--- src/sv/lpr_pkg.sv ---
// lpr_pkg: shared types and constants of the line pixel rasterizer
// beat structs for both channels, the walker state struct and the action codes
// no dependencies
package lpr_pkg;

    // coordinate width, fixed by the beat formats
    localparam int COORD_BITS = 9;
    // error term carries sign plus one bit of headroom over a coordinate
    localparam int ERR_BITS   = COORD_BITS + 2;
    localparam int COLOR_BITS = 16;

    // action codes
    localparam logic ACT_LOAD = 1'b0;
    localparam logic ACT_NEXT = 1'b1;

    typedef logic [COORD_BITS-1:0] coord_t;
    typedef logic [COLOR_BITS-1:0] color_t;

    // input beat
    typedef struct packed {
        logic   action;
        coord_t x_start;
        coord_t y_start;
        coord_t x_end;
        coord_t y_end;
        color_t line_color;
    } in_beat_t;

    // result beat
    typedef struct packed {
        coord_t pixel_x;
        coord_t pixel_y;
        color_t pixel_color;
        logic   last;
        logic   valid_res;
    } out_beat_t;

    // walker state kept between beats
    typedef struct packed {
        coord_t                     cursor_x;
        coord_t                     cursor_y;
        logic signed [ERR_BITS-1:0] error_term;
        coord_t                     delta_major;
        coord_t                     delta_minor;
        logic [COORD_BITS:0]        pixels_left;
        logic                       x_is_major;
        logic                       x_goes_down;
        logic                       y_goes_down;
        color_t                     held_color;
        logic                       line_active;
    } lpr_state_t;

endpackage

--- src/sv/line_pixel_rasterizer.sv ---
// line_pixel_rasterizer: eight-octant bresenham line walker, one pixel per beat
// input register, walker state and result register around lpr_step
// depends on lpr_pkg and lpr_step
//
//   channel  direction  payload     handshake
//   s_       in         in_beat_t   s_valid / s_ready
//   m_       out        out_beat_t  m_valid / m_ready
//
// every input beat gives exactly one result beat, via input and result registers
// a new beat is accepted every cycle unless m_ stalls; the walker state loop closes
// through lpr_step, from the input register to the state and result registers
// aresetn clears both valid flags and the walker state (no line active)
// a stalled result holds in the result register while one more input beat waits
// in the input register; s_ready drops only when both are full
module line_pixel_rasterizer (
    input  logic                aclk,
    input  logic                aresetn,
    input  logic                s_valid,
    output logic                s_ready,
    input  lpr_pkg::in_beat_t   s_data,
    output logic                m_valid,
    input  logic                m_ready,
    output lpr_pkg::out_beat_t  m_data
);
    import lpr_pkg::*;

    logic       in_valid_reg;
    in_beat_t   in_beat_reg;
    logic       out_valid_reg;
    out_beat_t  out_beat_reg;
    lpr_state_t state_reg;
    lpr_state_t state_next;
    out_beat_t  result;
    logic       out_free;
    logic       step_go;

    // handshake between the two register stages
    assign out_free = !out_valid_reg || m_ready;
    assign step_go  = in_valid_reg && out_free;
    assign s_ready  = !in_valid_reg || step_go;
    assign m_valid  = out_valid_reg;
    assign m_data   = out_beat_reg;

    lpr_step u_step (
        .beat       (in_beat_reg),
        .state_cur  (state_reg),
        .state_next (state_next),
        .result     (result)
    );

    // input register
    always_ff @(posedge aclk) begin
        if (!aresetn) begin
            in_valid_reg <= 1'b0;
        end else if (s_ready) begin
            in_valid_reg <= s_valid;
        end
        if (s_valid && s_ready) begin
            in_beat_reg <= s_data;
        end
    end

    // walker state, advanced once per processed beat
    always_ff @(posedge aclk) begin
        if (!aresetn) begin
            state_reg <= '0;
        end else if (step_go) begin
            state_reg <= state_next;
        end
    end

    // result register
    always_ff @(posedge aclk) begin
        if (!aresetn) begin
            out_valid_reg <= 1'b0;
        end else if (out_free) begin
            out_valid_reg <= in_valid_reg;
        end
        if (step_go) begin
            out_beat_reg <= result;
        end
    end

endmodule

--- src/sv/lpr_step.sv ---
// lpr_step: one walker step, pure combinational
// loads a line or takes the held one, forms the pixel and the next walker state
// depends on lpr_pkg
module lpr_step (
    input  lpr_pkg::in_beat_t   beat,
    input  lpr_pkg::lpr_state_t state_cur,
    output lpr_pkg::lpr_state_t state_next,
    output lpr_pkg::out_beat_t  result
);
    import lpr_pkg::*;

    logic                       x_down;
    logic                       y_down;
    coord_t                     dx;
    coord_t                     dy;
    logic                       x_major;
    coord_t                     maj_ld;
    coord_t                     min_ld;
    logic signed [ERR_BITS-1:0] err_ld;
    lpr_state_t                 cur;
    logic                       minor_step;
    logic signed [ERR_BITS-1:0] err_adv;
    logic                       end_of_line;

    // wrapping one-pixel step toward the end point
    function automatic coord_t step_coord(input coord_t c, input logic down);
        step_coord = down ? (c - coord_t'(1)) : (c + coord_t'(1));
    endfunction

    // line setup: deltas, directions, major axis, starting error
    always_comb begin
        x_down  = (beat.x_end < beat.x_start);
        y_down  = (beat.y_end < beat.y_start);
        dx      = x_down ? (beat.x_start - beat.x_end) : (beat.x_end - beat.x_start);
        dy      = y_down ? (beat.y_start - beat.y_end) : (beat.y_end - beat.y_start);
        x_major = (dx >= dy);
        maj_ld  = x_major ? dx : dy;
        min_ld  = x_major ? dy : dx;
        err_ld  = $signed({2'b00, min_ld}) - $signed({3'b000, maj_ld[COORD_BITS-1:1]});
    end

    // state seen by this beat: freshly loaded line or the one held
    always_comb begin
        cur = state_cur;
        if (beat.action == ACT_LOAD) begin
            cur.cursor_x    = beat.x_start;
            cur.cursor_y    = beat.y_start;
            cur.error_term  = err_ld;
            cur.delta_major = maj_ld;
            cur.delta_minor = min_ld;
            // count left after this pixel goes out
            cur.pixels_left = {1'b0, maj_ld};
            cur.x_is_major  = x_major;
            cur.x_goes_down = x_down;
            cur.y_goes_down = y_down;
            cur.held_color  = beat.line_color;
            cur.line_active = 1'b1;
        end else begin
            cur.pixels_left = state_cur.pixels_left - (COORD_BITS+1)'(1);
        end
    end

    // pixel output and bresenham advance
    always_comb begin
        minor_step  = !cur.error_term[ERR_BITS-1] && (cur.error_term != '0);
        err_adv     = cur.error_term
                    - (minor_step ? $signed({2'b00, cur.delta_major}) : '0)
                    + $signed({2'b00, cur.delta_minor});
        end_of_line = (cur.pixels_left == '0);

        result     = '0;
        state_next = state_cur;
        if (cur.line_active) begin
            result.pixel_x     = cur.cursor_x;
            result.pixel_y     = cur.cursor_y;
            result.pixel_color = cur.held_color;
            result.last        = end_of_line;
            result.valid_res   = 1'b1;

            state_next = cur;
            if (end_of_line) begin
                state_next.line_active = 1'b0;
            end else begin
                state_next.error_term = err_adv;
                if (cur.x_is_major) begin
                    state_next.cursor_x = step_coord(cur.cursor_x, cur.x_goes_down);
                    if (minor_step) begin
                        state_next.cursor_y = step_coord(cur.cursor_y, cur.y_goes_down);
                    end
                end else begin
                    state_next.cursor_y = step_coord(cur.cursor_y, cur.y_goes_down);
                    if (minor_step) begin
                        state_next.cursor_x = step_coord(cur.cursor_x, cur.x_goes_down);
                    end
                end
            end
        end
    end

endmodule

--- config.mk ---
export PLATFORM = sky130hd
export DESIGN_NAME = line_pixel_rasterizer
export DESIGN_NICKNAME = d
export VERILOG_FILES = /design/src/sv/lpr_pkg.sv /design/src/sv/line_pixel_rasterizer.sv /design/src/sv/lpr_step.sv
export SDC_FILE = /design/constraint.sdc
export NUM_CORES = 1
export LEC_CHECK = 0
export ABC_AREA = 1
export ABC_CLOCK_PERIOD_IN_PS = 9700
export BUFFER_PORTS_ARGS = -buffer_cell sky130_fd_sc_hd__buf_2
export CORE_ASPECT_RATIO = 0.9
export CORE_UTILIZATION = 61
export CTS_BUF_LIST = sky130_fd_sc_hd__clkbuf_16
export CTS_CLUSTER_DIAMETER = 50
export DETAILED_ROUTE_END_ITERATION = 6
export PLACE_DENSITY_LB_ADDON = 0.12
export REMOVE_ABC_BUFFERS = 1
export SLEW_MARGIN = 20
export SYNTH_ARGS = -nofsm -noshare
export SYNTH_HDL_FRONTEND = slang
export SYNTH_SLANG_ARGS = --single-unit
export TNS_END_PERCENT = 10
--- constraint.sdc ---
create_clock -name aclk -period 9.7 [get_ports aclk]
set_input_delay 0 -clock aclk [delete_from_list [all_inputs] [get_ports aclk]]
set_output_delay 0 -clock aclk [all_outputs]
set_load 0.005 [all_outputs]
Word-level counts from Yosys, hierarchy flattened
Index checks and enable logic that the tools add are counted.
W data, S select, Z words.
{"block": "totals", "regBits": 168, "inputBits": 57, "out_inout_bits": 38, "elab_cells": 66}
{"block": "classes", "n_addsub": 12, "magnitude_cmp": 3, "muxes": 16, "n_reduce_logical": 11}
{"cell": "$mux W9", "count": 9}
{"cell": "$mux W47", "count": 1}
{"cell": "$sub A9 B9 Y9", "count": 4}
{"cell": "$mux W29", "count": 1}
{"cell": "$mux W20", "count": 1}
{"cell": "$add A9 B1 Y9 const B", "count": 2}
{"cell": "$lt A9 B9 Y1", "count": 2}
{"cell": "$mux W18", "count": 1}
{"cell": "$sub A9 B1 Y9 const B", "count": 2}
{"cell": "$add A11 B9 Y11", "count": 1}
{"cell": "$reduce_bool A11 Y1", "count": 1}
{"cell": "$sub A11 B11 Y11", "count": 1}
{"cell": "$logic_not A10 Y1", "count": 1}
{"cell": "$mux W10", "count": 1}
{"cell": "$sub A10 B1 Y10 const B", "count": 1}
{"cell": "$sub A9 B8 Y10", "count": 1}
{"cell": "$ge A9 B9 Y1", "count": 1}
{"cell": "$logic_and A1 B1 Y1", "count": 3}
{"cell": "$logic_not A1 Y1", "count": 3}
{"cell": "$logic_or A1 B1 Y1", "count": 2}
{"cell": "$mux W1", "count": 2}
{"cell": "$reduce_and A2 Y1", "count": 1}

Longest topological paths before layout
Gate-level depths: netlist (run 1).
{"block": "depth", "word_depth": 12, "mapped_depth": 59, "depth_no_buf": 55}

Modules after synthesis
Synthesis (run 1) repeated with hierarchy kept, for this count alone.
{"block": "hier_totals", "cells_unflattened": 1722, "hier_area_um2": 12424.4}
{"module": "line_pixel_rasterizer", "n_inst": 1, "cells_per_inst": 607, "area_per_inst_um2": 6256.0, "seq_area_each_um2": 4254.1}
{"module": "lpr_step", "n_inst": 1, "cells_per_inst": 1115, "area_per_inst_um2": 6168.4, "seq_area_each_um2": 0.0}

Worst setup path after synthesis (run 1)
Ideal clock, no wire load.
{"block": "synth_timing", "path_type": "flip-flop to flip-flop", "startpoint": "register in_beat_reg[37] (netlist bit)", "endpoint": "register state_reg[58] (netlist bit)", "setup_ns": 0.115, "t_arrival_ns": 7.114, "required_ns": 9.585, "slack_ns": 2.470, "stages_incl_launch_ff": 55, "n_path_buf": 5, "synth_period_minus_slack_ns": 7.230, "cell_sequence": "edfxtp_1 ha_1 buf_4 nand2_2 inv_2 nand2_1 nand2_1 nand2_2 nand3_2 buf_6 nor2_1 a31oi_4 a32oi_1 xor2_1 ha_1 nand3_1 nor2_1 a21boi_2 (+19 left out) nor2_1 fa_1 inv_1 fa_1 nand3_1 nand2_1 a21oi_1 nor2_1 nor2_1 o31ai_1 a21oi_1 inv_1 a21oi_1 or2_2 nand3_1 xor2_1 o21ai_0 inv_1"}
{"block": "synth_between", "elab_chain_len": 12, "elab_cells_between_ends": 18, "classes_between": "add/sub (5); order compare (2); mux (7); reduce/logical (4)"}
{"element": "from (decl)", "line_no": "line_pixel_rasterizer.sv:28", "text": "in_beat_t in_beat_reg;"}
{"element": "from (signal assigned)", "line_no": "line_pixel_rasterizer.sv:59", "text": "in_beat_reg <= s_data;"}
{"element": "$sub A9 B9 Y9 / $lt A9 B9 Y1 (equally long branches)", "line_no": "lpr_step.sv:35, lpr_step.sv:33"}
{"element": "$mux W9 (*)", "line_no": "lpr_step.sv:35", "text": "dy = y_down ? (beat.y_start - beat.y_end) : (beat.y_end - beat.y_start);"}
{"element": "$ge A9 B9 Y1", "line_no": "lpr_step.sv:36", "text": "x_major = (dx >= dy);"}
{"element": "$mux W9 (on tied branches)", "line_no": "lpr_step.sv:38, lpr_step.sv:37"}
{"element": "$sub A9 B8 Y10", "line_no": "lpr_step.sv:39", "text": "err_ld = $signed({2'b00, min_ld}) - $signed({3'b000, maj_ld[COORD_BITS-1:1]});"}
{"element": "$mux W47", "line_no": "lpr_step.sv:45", "text": "if (beat.action == ACT_LOAD) begin"}
{"element": "$reduce_bool A11 Y1 / $logic_not A1 Y1 (equally long branches)", "line_no": "lpr_step.sv:65", "text": "minor_step = !cur.error_term[ERR_BITS-1] && (cur.error_term != '0);"}
{"element": "$logic_and A1 B1 Y1", "line_no": "lpr_step.sv:65"}
{"element": "$mux W9", "line_no": "lpr_step.sv:67", "text": "- (minor_step ? $signed({2'b00, cur.delta_major}) : '0)"}
{"element": "$sub A11 B11 Y11", "line_no": "lpr_step.sv:67"}
{"element": "$add A11 B9 Y11", "line_no": "lpr_step.sv:68", "text": "+ $signed({2'b00, cur.delta_minor});"}
{"element": "$mux W29 (*)", "line_no": "lpr_step.sv:81", "text": "if (end_of_line) begin"}
{"element": "to (signal assigned)", "line_no": "line_pixel_rasterizer.sv:68", "text": "state_reg <= state_next;"}
{"element": "to (decl)", "line_no": "line_pixel_rasterizer.sv:31", "text": "lpr_state_t state_reg;"}
Every way passes the cells marked *; elsewhere a longest branch is shown, timed or not.
A chain may end at the register's enable or synchronous reset.

Worst setup path after layout (run 1)
{"block": "layout_timing", "startpoint": "register in_beat_reg[22] (netlist bit)", "endpoint": "register state_reg[58] (netlist bit)"}
The elaborated chain is that of the path after synthesis.

==> results of run 1 <==
report_power, final:
| group | switching [uW] | internal [uW] | total [uW] |
|---|---|---|---|
| combinational | 1400 | 828 | 2230 |
| clock | 315 | 360 | 675 |
| sequential | 27.7 | 812 | 840 |
| total | 1750 | 2000 | 3750 |
per-stage QoR:
| step | hold WS [ns] | power [uW] |
|---|---|---|
| after global routing | 0.0675 | 4050 |
| after floorplan | 0.0976 | 2540 |
| after detailed placement | 0.178 | 2980 |
| after global placement | 0.176 | 2930 |
| after CTS | 0.0567 | 3700 |
| final | 0.0685 | 3750 |
per-layer routing:
layer | global-route usage (%) | share of wire (%) | wire length, um | vias to the layer above
met1 | 39.0 | 43 | 11800 | 4425
met2 | 52.1 | 48 | 13200 | 342
li1 | - | - | - | 4773
met3 | 5.28 | 5.8 | 1600 | 68
met4 | 13.0 | 3.7 | 1010 | 0
met5 | 0 | 0 | 0 | -
logic make-up after synthesis:
logic type	Yosys count	synth area share, %
buffers and inverters	305	11.0
muxes	6	0.547
adders and majority gates	89	11.2
DFF	168	38.8
AOI/OAI and AO/OA	289	15.0
and+or+nand+nor	498	19.6
xor gates and xnor gates	48	3.90
cell type report:
type	count	area (um2)
repair buffers	160	1100
multi-input cells	930	5520
fillers	1402	4920
flip-flops and latches	168	4250
inverters	251	942
well taps	240	300
clock inverters	15	141
clock buffers	17	425
synth_stat cells (all sizes together), types with 18 or more instances:
| cell | count | area, um2 |
|---|---|---|
| nand2 | 293 | 1170 |
| a21oi | 119 | 622 |
| o21a | 18 | 135 |
| xor2 | 38 | 340 |
| nor2 | 95 | 364 |
| dfxtp | 79 | 1580 |
| inv | 251 | 942 |
| o21ai | 115 | 591 |
| edfxtp | 89 | 2670 |
| nand3 | 76 | 405 |
| clkbuf | 39 | 146 |
| ha | 74 | 926 |
path summary, 6_finish.rpt:
| path | slack, ns | start | cells past startpoint | endpoint |
|---|---|---|---|---|
| setup / recovery | 1.17 | in_beat_reg[22] | 48 | state_reg[58] |
| hold / removal | 0.07 | aresetn | 3 | state_reg[49] |
| setup reg to reg | 1.17 | in_beat_reg[22] | 48 | state_reg[58] |
| hold reg to reg | 0.46 | state_reg[76] | 2 | state_reg[76] |
worst max-delay path, delay by kind of cell, from the launching register on:
family          cells  cell delay, ns
flops               1            0.38
xor+xnor            2            0.53
fa+ha+maj           6            2.12
compound gates     11            2.18
simple gates       23            2.79
buf+inv             6            0.41
==> impl_metrics.env, run 1 <==
export IMPL_status="complete, no violations"
export IMPL_fin_worst_skew_ns=0.0162
export IMPL_syn_area_um2=11000
export IMPL_clkTransAtPathRegs_ns=0.07
export IMPL_ys_ff_latch=168
export IMPL_p_per_area_nw_per_um2=295
export IMPL_dpl_cell_count=1694
export IMPL_end_kind="flip-flop"
export IMPL_place_area_um2=11600
export IMPL_fmax_mhz=117
export IMPL_drt_iter0_markers=700
export IMPL_rows=46
export IMPL_ys_async_sr_fraction_pct=0
export IMPL_mostFrequentLayoutCell="nand2_1"
export IMPL_slowest_delay_ns=0.50
export IMPL_placeableCoreArea_um2=17600
export IMPL_yosys_cell_types_count=48
export IMPL_cts_hold_buffers=55
export IMPL_final_period_utilization_pct=87.9
export IMPL_htree_levels=4
export IMPL_ant_nets=0
export IMPL_synth_edff_count=89
export IMPL_areaGrowthSynthToFinish_pct=15.7
export IMPL_gp_congestion=0.986
export IMPL_crit_fanout=29
export IMPL_hp_class="primary input to flip-flop"
export IMPL_vias=9608
export IMPL_vias_per_cell=5.39
export IMPL_gr_total_overflow=0
export IMPL_synthCells=1403
export IMPL_fin_crit_ns=8.53
export IMPL_fin_area_um2=12700
export IMPL_drv_slew=0
export IMPL_antenna_found_initial=0
export IMPL_setup_tns_ns=0
export IMPL_final_setup_worst_slack_ns=1.17
export IMPL_dp_hpwl_um=18300
export IMPL_cts_tree="done"
export IMPL_p_leak_uw=0.00621
export IMPL_layout_common_cells="nand2_1, inv_1, a21oi_1, o21ai_0, buf_2"
export IMPL_maxCapViolCount=0
export IMPL_hold_viol_final=0
export IMPL_finalNetCount=1674
export IMPL_grt_max_degree=88
export IMPL_chipHeight_um=129
export IMPL_first_pass_iters=6
export IMPL_grt_util_all_layers_pct=30.8
export IMPL_irDropWorstVdd_mv=0.234
export IMPL_setup_viol=0
export IMPL_rsz0062_at_grt="no"
export IMPL_synth_ff_type="edfxtp_1"
export IMPL_wl_per_cell_um=15.5
export IMPL_grt_pass1_wl_um=43900
export IMPL_slowest_stage="fa_1"
export IMPL_antenna_cells=0
export IMPL_syn_area_per_cell_um2=7.82
export IMPL_first_global_vias=8922
export IMPL_path_class="flip-flop to flip-flop"
export IMPL_io_pins=95
export IMPL_yosysSeqAreaShare_pct=38.8
export IMPL_startpoint_type="flip-flop"
export IMPL_start_util_pct=62.3
export IMPL_die_area_um2=18500
export IMPL_post_cts_setup_buffers=0
export IMPL_port_buffers=94
export IMPL_cts_root_buf="clkbuf_16"
export IMPL_ys_warn_count=0
export IMPL_place_worst_setup_slack_ns=1.43
export IMPL_worst_endpoint_arrival_ns=8.85
export IMPL_dieWidth_um=143
export IMPL_drive_above_1_share_pct=12.6
export IMPL_numCtsBuffers=17
export IMPL_fin_cells=1781
export IMPL_insertion_delay_ns=0.44
export IMPL_relSlewSlack_pct=26.8
export IMPL_finish_utilization_pct=72.1
export IMPL_cts_resized=0
export IMPL_cts_buffer_depth=2
export IMPL_worst_pin_slew_ns=1.10
export IMPL_cts_sinks=168
export IMPL_wirelength_um=27700
export IMPL_cp_required_ns=10.02
export IMPL_drc=0
export IMPL_largest_reg_flops=77
Power figures use the tool's default switching activity.
==> inputs of run 2 (changes only) <==
Settings changed: ABC_AREA 1 to default, ABC_CLOCK_PERIOD_IN_PS 9700 to 10300, CORE_UTILIZATION 61 to 66, RECOVER_POWER from default to 50.
Clock period 9.7 ns to 10.3 ns, I/O delays scaled along.
==> run 2 against run 1 <==
Effect of this change:
- the flow now finishes with violations (max-capacitance violations, max-slew violations)
- cell area grew 3.9%
- fmax fell by 13%
- clock skew grew 0.0013 ns
- area after synthesis increased by 3.1%
- via count rose by 5.7%
- sequential cell count unchanged
- first-iteration DRC count increased by 49%
- sequential share of layout area decreased by 1.3 points
- sequential power is 5.8% lower
- global-route usage up 5.9 points
- routed wire length is 15% higher
- critical endpoint unchanged
==> impl_metrics.env, run 2 <==
export IMPL_synthSimpleGateAreaFrac_pct=15.3
export IMPL_vias_per_cell=6.27
export IMPL_rr_endpoint="state_reg[58]"
export IMPL_drive_above_1_share_pct=12.6
export IMPL_cp_required_ns=10.62
export IMPL_grt_util_all_layers_pct=36.7
export IMPL_pwr_share_clk_pct=18.1
export IMPL_cts_tree="done"
export IMPL_ys_warn_count=0
export IMPL_fin_cells=1620
export IMPL_ant_nets=0
export IMPL_path_class="flip-flop to flip-flop"
export IMPL_syn_area_per_cell_um2=8.99
export IMPL_cts_sinks=168
export IMPL_ys_async_sr_fraction_pct=0
export IMPL_insertion_delay_ns=0.44
export IMPL_cts_root_buf="clkbuf_16"
export IMPL_synth_xor_area_share_pct=2.91
export IMPL_layout_common_cells="inv_1, nand2_1, nor2_1, a21oi_1, edfxtp_1"
export IMPL_startpoint_type="flip-flop"
export IMPL_r2r_start="in_beat_reg[37]"
export IMPL_synth_common_cells="inv_1, nand2_1, nor2_1, a21oi_1, edfxtp_1"
export IMPL_status="finished with violations"
export IMPL_hold_viol_final=0
export IMPL_first_pass_iters=5
export IMPL_synth_most_common_cell="inv_1"
export IMPL_cts_buffer_depth=2
export IMPL_end_kind="flip-flop"
export IMPL_irDropWorstVdd_mv=0.205
export IMPL_slowest_stage="edfxtp_1"
export IMPL_htree_levels=4
export IMPL_p_int_uw=2010
export IMPL_fin_area_um2=13200
export IMPL_holdPathEnd="state_reg[57]"
export IMPL_wl_per_cell_um=19.7
export IMPL_wirelength_um=31900
export IMPL_yosysSeqAreaShare_pct=37.6
export IMPL_p_seq_share_pct=22.1
export IMPL_gp_congestion=0.958
export IMPL_p_comb_share_pct=59.7
export IMPL_drc=0
export IMPL_syn_area_um2=11300
export IMPL_dp_hpwl_um=21100
export IMPL_io_pins=95
export IMPL_first_global_vias=9645
export IMPL_power_switching_uw=1570
export IMPL_fin_worst_skew_ns=0.0175
export IMPL_holdPathStages=2
export IMPL_synth_mux_area_share_pct=3.42
export IMPL_p_per_area_nw_per_um2=271
export IMPL_violations="max-capacitance violations, max-slew violations"
export IMPL_numCtsBuffers=17
export IMPL_fmax_mhz=103
export IMPL_die_area_um2=17700
export IMPL_dpl_cell_count=1532
export IMPL_hold_ws_ns=0.138
export IMPL_clkTransAtPathRegs_ns=0.07
export IMPL_ys_ff_latch=168
export IMPL_yosys_top_cells_area="edfxtp_1, dfxtp_1, ha_1, a21oi_1, inv_1"
export IMPL_synth_top_area_share_pct=23.6
export IMPL_start_util_pct=67.2
export IMPL_gr_total_overflow=0
export IMPL_worst_pin_slew_ns=3.25
export IMPL_drt_iter0_markers=1043
export IMPL_reg2regPathDepth=44
export IMPL_synthAdderAreaFrac_pct=11.0
export IMPL_final_period_utilization_pct=94.7
export IMPL_setup_viol=0
export IMPL_crit_top_cell="a21oi_1"
export IMPL_synthCells=1259
export IMPL_fin_crit_ns=9.75
export IMPL_largest_reg_flops=77
export IMPL_antenna_cells=0
export IMPL_r2r_slack_ns=0.55
export IMPL_synth_top_cell_by_area="edfxtp_1"
export IMPL_chipHeight_um=126
export IMPL_maxCapViolCount=2
export IMPL_port_buffers=94
export IMPL_place_area_um2=12000
export IMPL_slowest_delay_ns=0.48
export IMPL_synth_edff_count=89
export IMPL_power_share_switching_pct=43.9
export IMPL_hp_class="primary input to flip-flop"
export IMPL_rows=45
export IMPL_finalNetCount=1542
export IMPL_synth_compound_area_share_pct=23.6
export IMPL_mostFrequentLayoutCell="inv_1"
export IMPL_p_total_uw=3580
export IMPL_drv_slew=92
export IMPL_post_cts_setup_buffers=0
export IMPL_worst_endpoint_arrival_ns=10.08
export IMPL_grt_max_degree=105
export IMPL_setup_tns_ns=0
export IMPL_synth_top_family_by_area="compound AO/OA/AOI/OAI gates"
export IMPL_vias=10200
export IMPL_yosys_cell_types_count=99
export IMPL_areaGrowthSynthToFinish_pct=16.5
export IMPL_synth_ff_type="edfxtp_1"
export IMPL_crit_fanout=10
export IMPL_placeableCoreArea_um2=16800
export IMPL_dieWidth_um=140
export IMPL_antenna_found_initial=1
export IMPL_grt_pass1_wl_um=50300
export IMPL_min_delay_start="aresetn"
export IMPL_relSlewSlack_pct=-117
export IMPL_p_leak_uw=0.00561
run 2: cell count changes after synthesis, sizes merged, moves of 18 or more:
cell,before,now
mux2i,6,33
a21o,0,27
nand2,293,117
xor2,38,7
xnor2,10,28
o21ai,115,82
inv,251,118
nand3,76,36
a211oi,1,28
run 2: repair_timing:
item | CTS | global route
gates resized for setup | 0 | 14
setup endpoints to repair | 0 | 3
endpoints found under the hold margin | 55 | 0
hold buffers | 56 | 0
run 2: logic make-up after synthesis:
family / Yosys count
compound gates: 382
simple gates: 367
buf+inv: 177
flops: 168
fa+ha+maj: 91
mux: 38
xor+xnor: 36
run 2: worst max-delay path: cells and delay by family (launching register included):
family                     cells  cell delay, ns
AOI/OAI and AO/OA             20            4.45
buffers and inverters          4            0.52
adders and majority gates      6            1.83
and+or+nand+nor               11            1.84
DFF                            1            0.48
xor gates and xnor gates       3            0.50
run 2: how the worst max path moves through the flow:
stage / from / endpoint / slack, ns / depth (start not counted)
finish: in_beat_reg[37] / state_reg[58] / 0.55 / 44
global placement: in_beat_reg[38] / state_reg[58] / 0.50 / 44
CTS: in_beat_reg[38] / state_reg[58] / 0.33 / 44
floorplan: in_beat_reg[38] / state_reg[58] / 0.38 / 43
detailed placement: in_beat_reg[38] / state_reg[58] / 0.37 / 44
global route: in_beat_reg[34] / state_reg[58] / -0.04 / 47
run 2: layout make-up:
cell class	count	area [um2]
Clock buffer	17	425
Clock inverter	15	179
Fill cell	1166	3650
Inverter	119	447
Multi-Input combinational cell	914	6410
Sequential cell	168	4250
Tap cell	211	264
Timing Repair Buffer	176	1200
run 2: power groups by stage:
| stage | clock network [uW] | logic [uW] | registers, uW |
|---|---|---|---|
| 6_report | 649 | 2140 | 791 |
| 5_1_grt | 679 | 2350 | 796 |
| 4_1_cts | 652 | 2090 | 788 |
| 2_1_floorplan | 0 | 1570 | 799 |
| 3_5_place_dp | 0 | 2040 | 803 |
| 3_3_place_gp | 0 | 2020 | 801 |
run 2: stage by stage:
step | setup slack, ns | util (%)
global route | -0.0400 | 78.3
CTS | 0.334 | 78.3
detailed placement | 0.373 | 71.4
finish | 0.546 | 78.3
global placement | 0.498 | 71.4
floorplan | 0.376 | -
run 2: routing by layer:
| layer | global-route usage, % | wire [um] |
|---|---|---|
| met1 | 49.7 | 13500 |
| met5 | 0 | 13 |
| met3 | 6.58 | 2580 |
| met2 | 58.9 | 14900 |
| met4 | 13.8 | 892 |
==> inputs of run 3 (changes only) <==
Settings changed: ABC_CLOCK_PERIOD_IN_PS 10300 to 8860, CORE_UTILIZATION 66 to 55, RECOVER_POWER 50 to default.
Clock period 10.3 ns to 8.86 ns, I/O delays scaled along.
==> run 3 against run 2 <==
Effect of this change:
- the flow finishes with violations (negative setup slack)
- hold slack worse by 0.014 ns
- clock skew down 0.0023 ns
- register-to-register slack got worse by 0.69 ns
- critical path depth increased by 4
- power increased by 35%
- critical endpoint is now state_reg[57]
- highest routed layer is now met4
==> impl_metrics.env, run 3 (synthesized netlist as in run 2, its figures left out) <==
export IMPL_crit_top_cell="buf_4"
export IMPL_place_area_um2=13000
export IMPL_path_class="flip-flop to flip-flop"
export IMPL_crit_fanout=7
export IMPL_finalNetCount=1673
export IMPL_ant_nets=0
export IMPL_drive_above_1_share_pct=23.7
export IMPL_hp_class="primary input to flip-flop"
export IMPL_vias_per_cell=5.84
export IMPL_final_setup_worst_slack_ns=-0.145
export IMPL_slowest_delay_ns=0.43
export IMPL_rows=49
export IMPL_first_global_vias=9867
export IMPL_gp_congestion=0.945
export IMPL_mostFrequentLayoutCell="buf_4"
export IMPL_cts_tree="done"
export IMPL_wirelength_um=31900
export IMPL_vias=10500
export IMPL_reg2regPathDepth=48
export IMPL_cts_sinks=168
export IMPL_worst_endpoint_arrival_ns=9.38
export IMPL_dieWidth_um=153
export IMPL_cts_root_buf="clkbuf_16"
export IMPL_fmax_mhz=111
export IMPL_layout_common_cells="buf_4, nand2_1, inv_1, nor2_1"
export IMPL_placeableCoreArea_um2=20000
export IMPL_critPathBufInv=7
export IMPL_hold_viol_final=0
export IMPL_path_depth=48
export IMPL_p_leak_uw=0.00635
export IMPL_htree_levels=4
export IMPL_drt_iter0_markers=836
export IMPL_critPathLaunch="in_beat_reg[38]"
export IMPL_cp_top_family="compound AO/OA/AOI/OAI gates"
export IMPL_rsz0062_at_grt="yes"
export IMPL_holdPathStages=2
export IMPL_p_int_uw=2800
export IMPL_fin_area_um2=14400
export IMPL_final_period_utilization_pct=102
export IMPL_dp_hpwl_um=22200
export IMPL_insertion_delay_ns=0.44
export IMPL_p_seq_share_pct=19.0
export IMPL_first_pass_iters=6
export IMPL_min_delay_start="aresetn"
export IMPL_grt_pass1_wl_um=51300
export IMPL_antenna_found_initial=0
export IMPL_die_area_um2=21100
export IMPL_setup_viol=2
export IMPL_power_share_switching_pct=41.9
export IMPL_chipHeight_um=138
export IMPL_r2r_start="in_beat_reg[38]"
export IMPL_wl_per_cell_um=17.8
export IMPL_end_kind="flip-flop"
export IMPL_drv_slew=0
export IMPL_clkTransAtPathRegs_ns=0.07
export IMPL_slowest_stage="fa_1"
export IMPL_fin_crit_ns=9.01
export IMPL_largest_reg_flops=77
export IMPL_start_util_pct=56.4
export IMPL_p_per_area_nw_per_um2=334
export IMPL_status="finished with violations"
export IMPL_cp_required_ns=9.24
export IMPL_maxCapViolCount=0
export IMPL_fin_worst_skew_ns=0.0152
export IMPL_pwr_share_clk_pct=15.8
export IMPL_startpoint_type="flip-flop"
export IMPL_antenna_cells=0
export IMPL_power_switching_uw=2020
export IMPL_drc=0
export IMPL_cts_buffer_depth=2
export IMPL_irDropWorstVdd_mv=0.327
export IMPL_violations="negative setup slack"
export IMPL_p_comb_share_pct=65.2
export IMPL_relSlewSlack_pct=32.9
export IMPL_grt_max_degree=105
export IMPL_io_pins=95
export IMPL_hold_ws_ns=0.123
export IMPL_worst_pin_slew_ns=1.00
export IMPL_areaGrowthSynthToFinish_pct=27.6
export IMPL_port_buffers=94
export IMPL_numCtsBuffers=17
export IMPL_grt_util_all_layers_pct=30.6
export IMPL_gr_total_overflow=0
run 3: worst paths after layout:
check                  end  slack (ns)
max reg2reg  state_reg[57]       -0.15
max          state_reg[57]       -0.15
min reg2reg  state_reg[14]        0.46
min          state_reg[48]        0.12
run 3: layer usage:
layer	track usage [%]	vias up	share of wire (%)	wire [um]
met5	0	-	0	0
li1	-	5084	-	-
met4	10.8	0	2.9	920
met1	42.3	4947	45	14400
met3	5.20	65	6.7	2130
met2	48.4	391	45	14500
run 3: power by group through the flow:
stage | Combinational, uW | Clock [uW] | Sequential, uW
3_5_place_dp | 2800 | 0 | 931
4_1_cts | 3020 | 768 | 915
5_1_grt | 3430 | 801 | 922
2_1_floorplan | 1820 | 0 | 929
3_3_place_gp | 2770 | 0 | 930
6_report | 3140 | 761 | 916
run 3: area by class of cell:
cell class	instances	area (um2)
Multi-Input combinational cell	914	6590
Fill cell	1563	5620
Sequential cell	168	4250
Timing Repair Buffer	307	2230
Inverter	119	447
Clock buffer	17	425
Tap cell	255	319
Clock inverter	15	171
run 3: worst reg2reg max path: cells and delay by family (launching register included):
family	cells	cell delay (ns)
adders and majority gates	5	1.43
DFF	1	0.41
buffers and inverters	7	0.87
and+or+nand+nor	11	1.33
muxes	3	0.82
AOI/OAI and AO/OA	20	3.84
xor gates and xnor gates	2	0.24
run 3: timing repair:
action | 4_1_cts | 5_1_grt
setup buffers | 7 | 2
endpoints found under the hold margin | 55 | 0
gates cloned | 0 | 0
hold buffers | 56 | 0
gates resized for setup | 33 | 17
pin swaps | 18 | 13
endpoints found under the setup margin | 6 | 6
run 3: stage by stage:
stage | instances | utilization, % | power, uW | setup WS, ns | TNS, ns
2_1_floorplan | 1201 | - | 2750 | -1.06 | -4.52
3_3_place_gp | 1698 | 64.8 | 3700 | -0.266 | -0.468
3_5_place_dp | 1698 | 64.8 | 3730 | -0.386 | -0.900
4_1_cts | 1793 | 71.5 | 4700 | 0.00630 | 0
5_1_grt | 1795 | 72.0 | 5150 | -0.533 | -1.96
6_report | 1795 | 72.0 | 4820 | -0.145 | -0.250
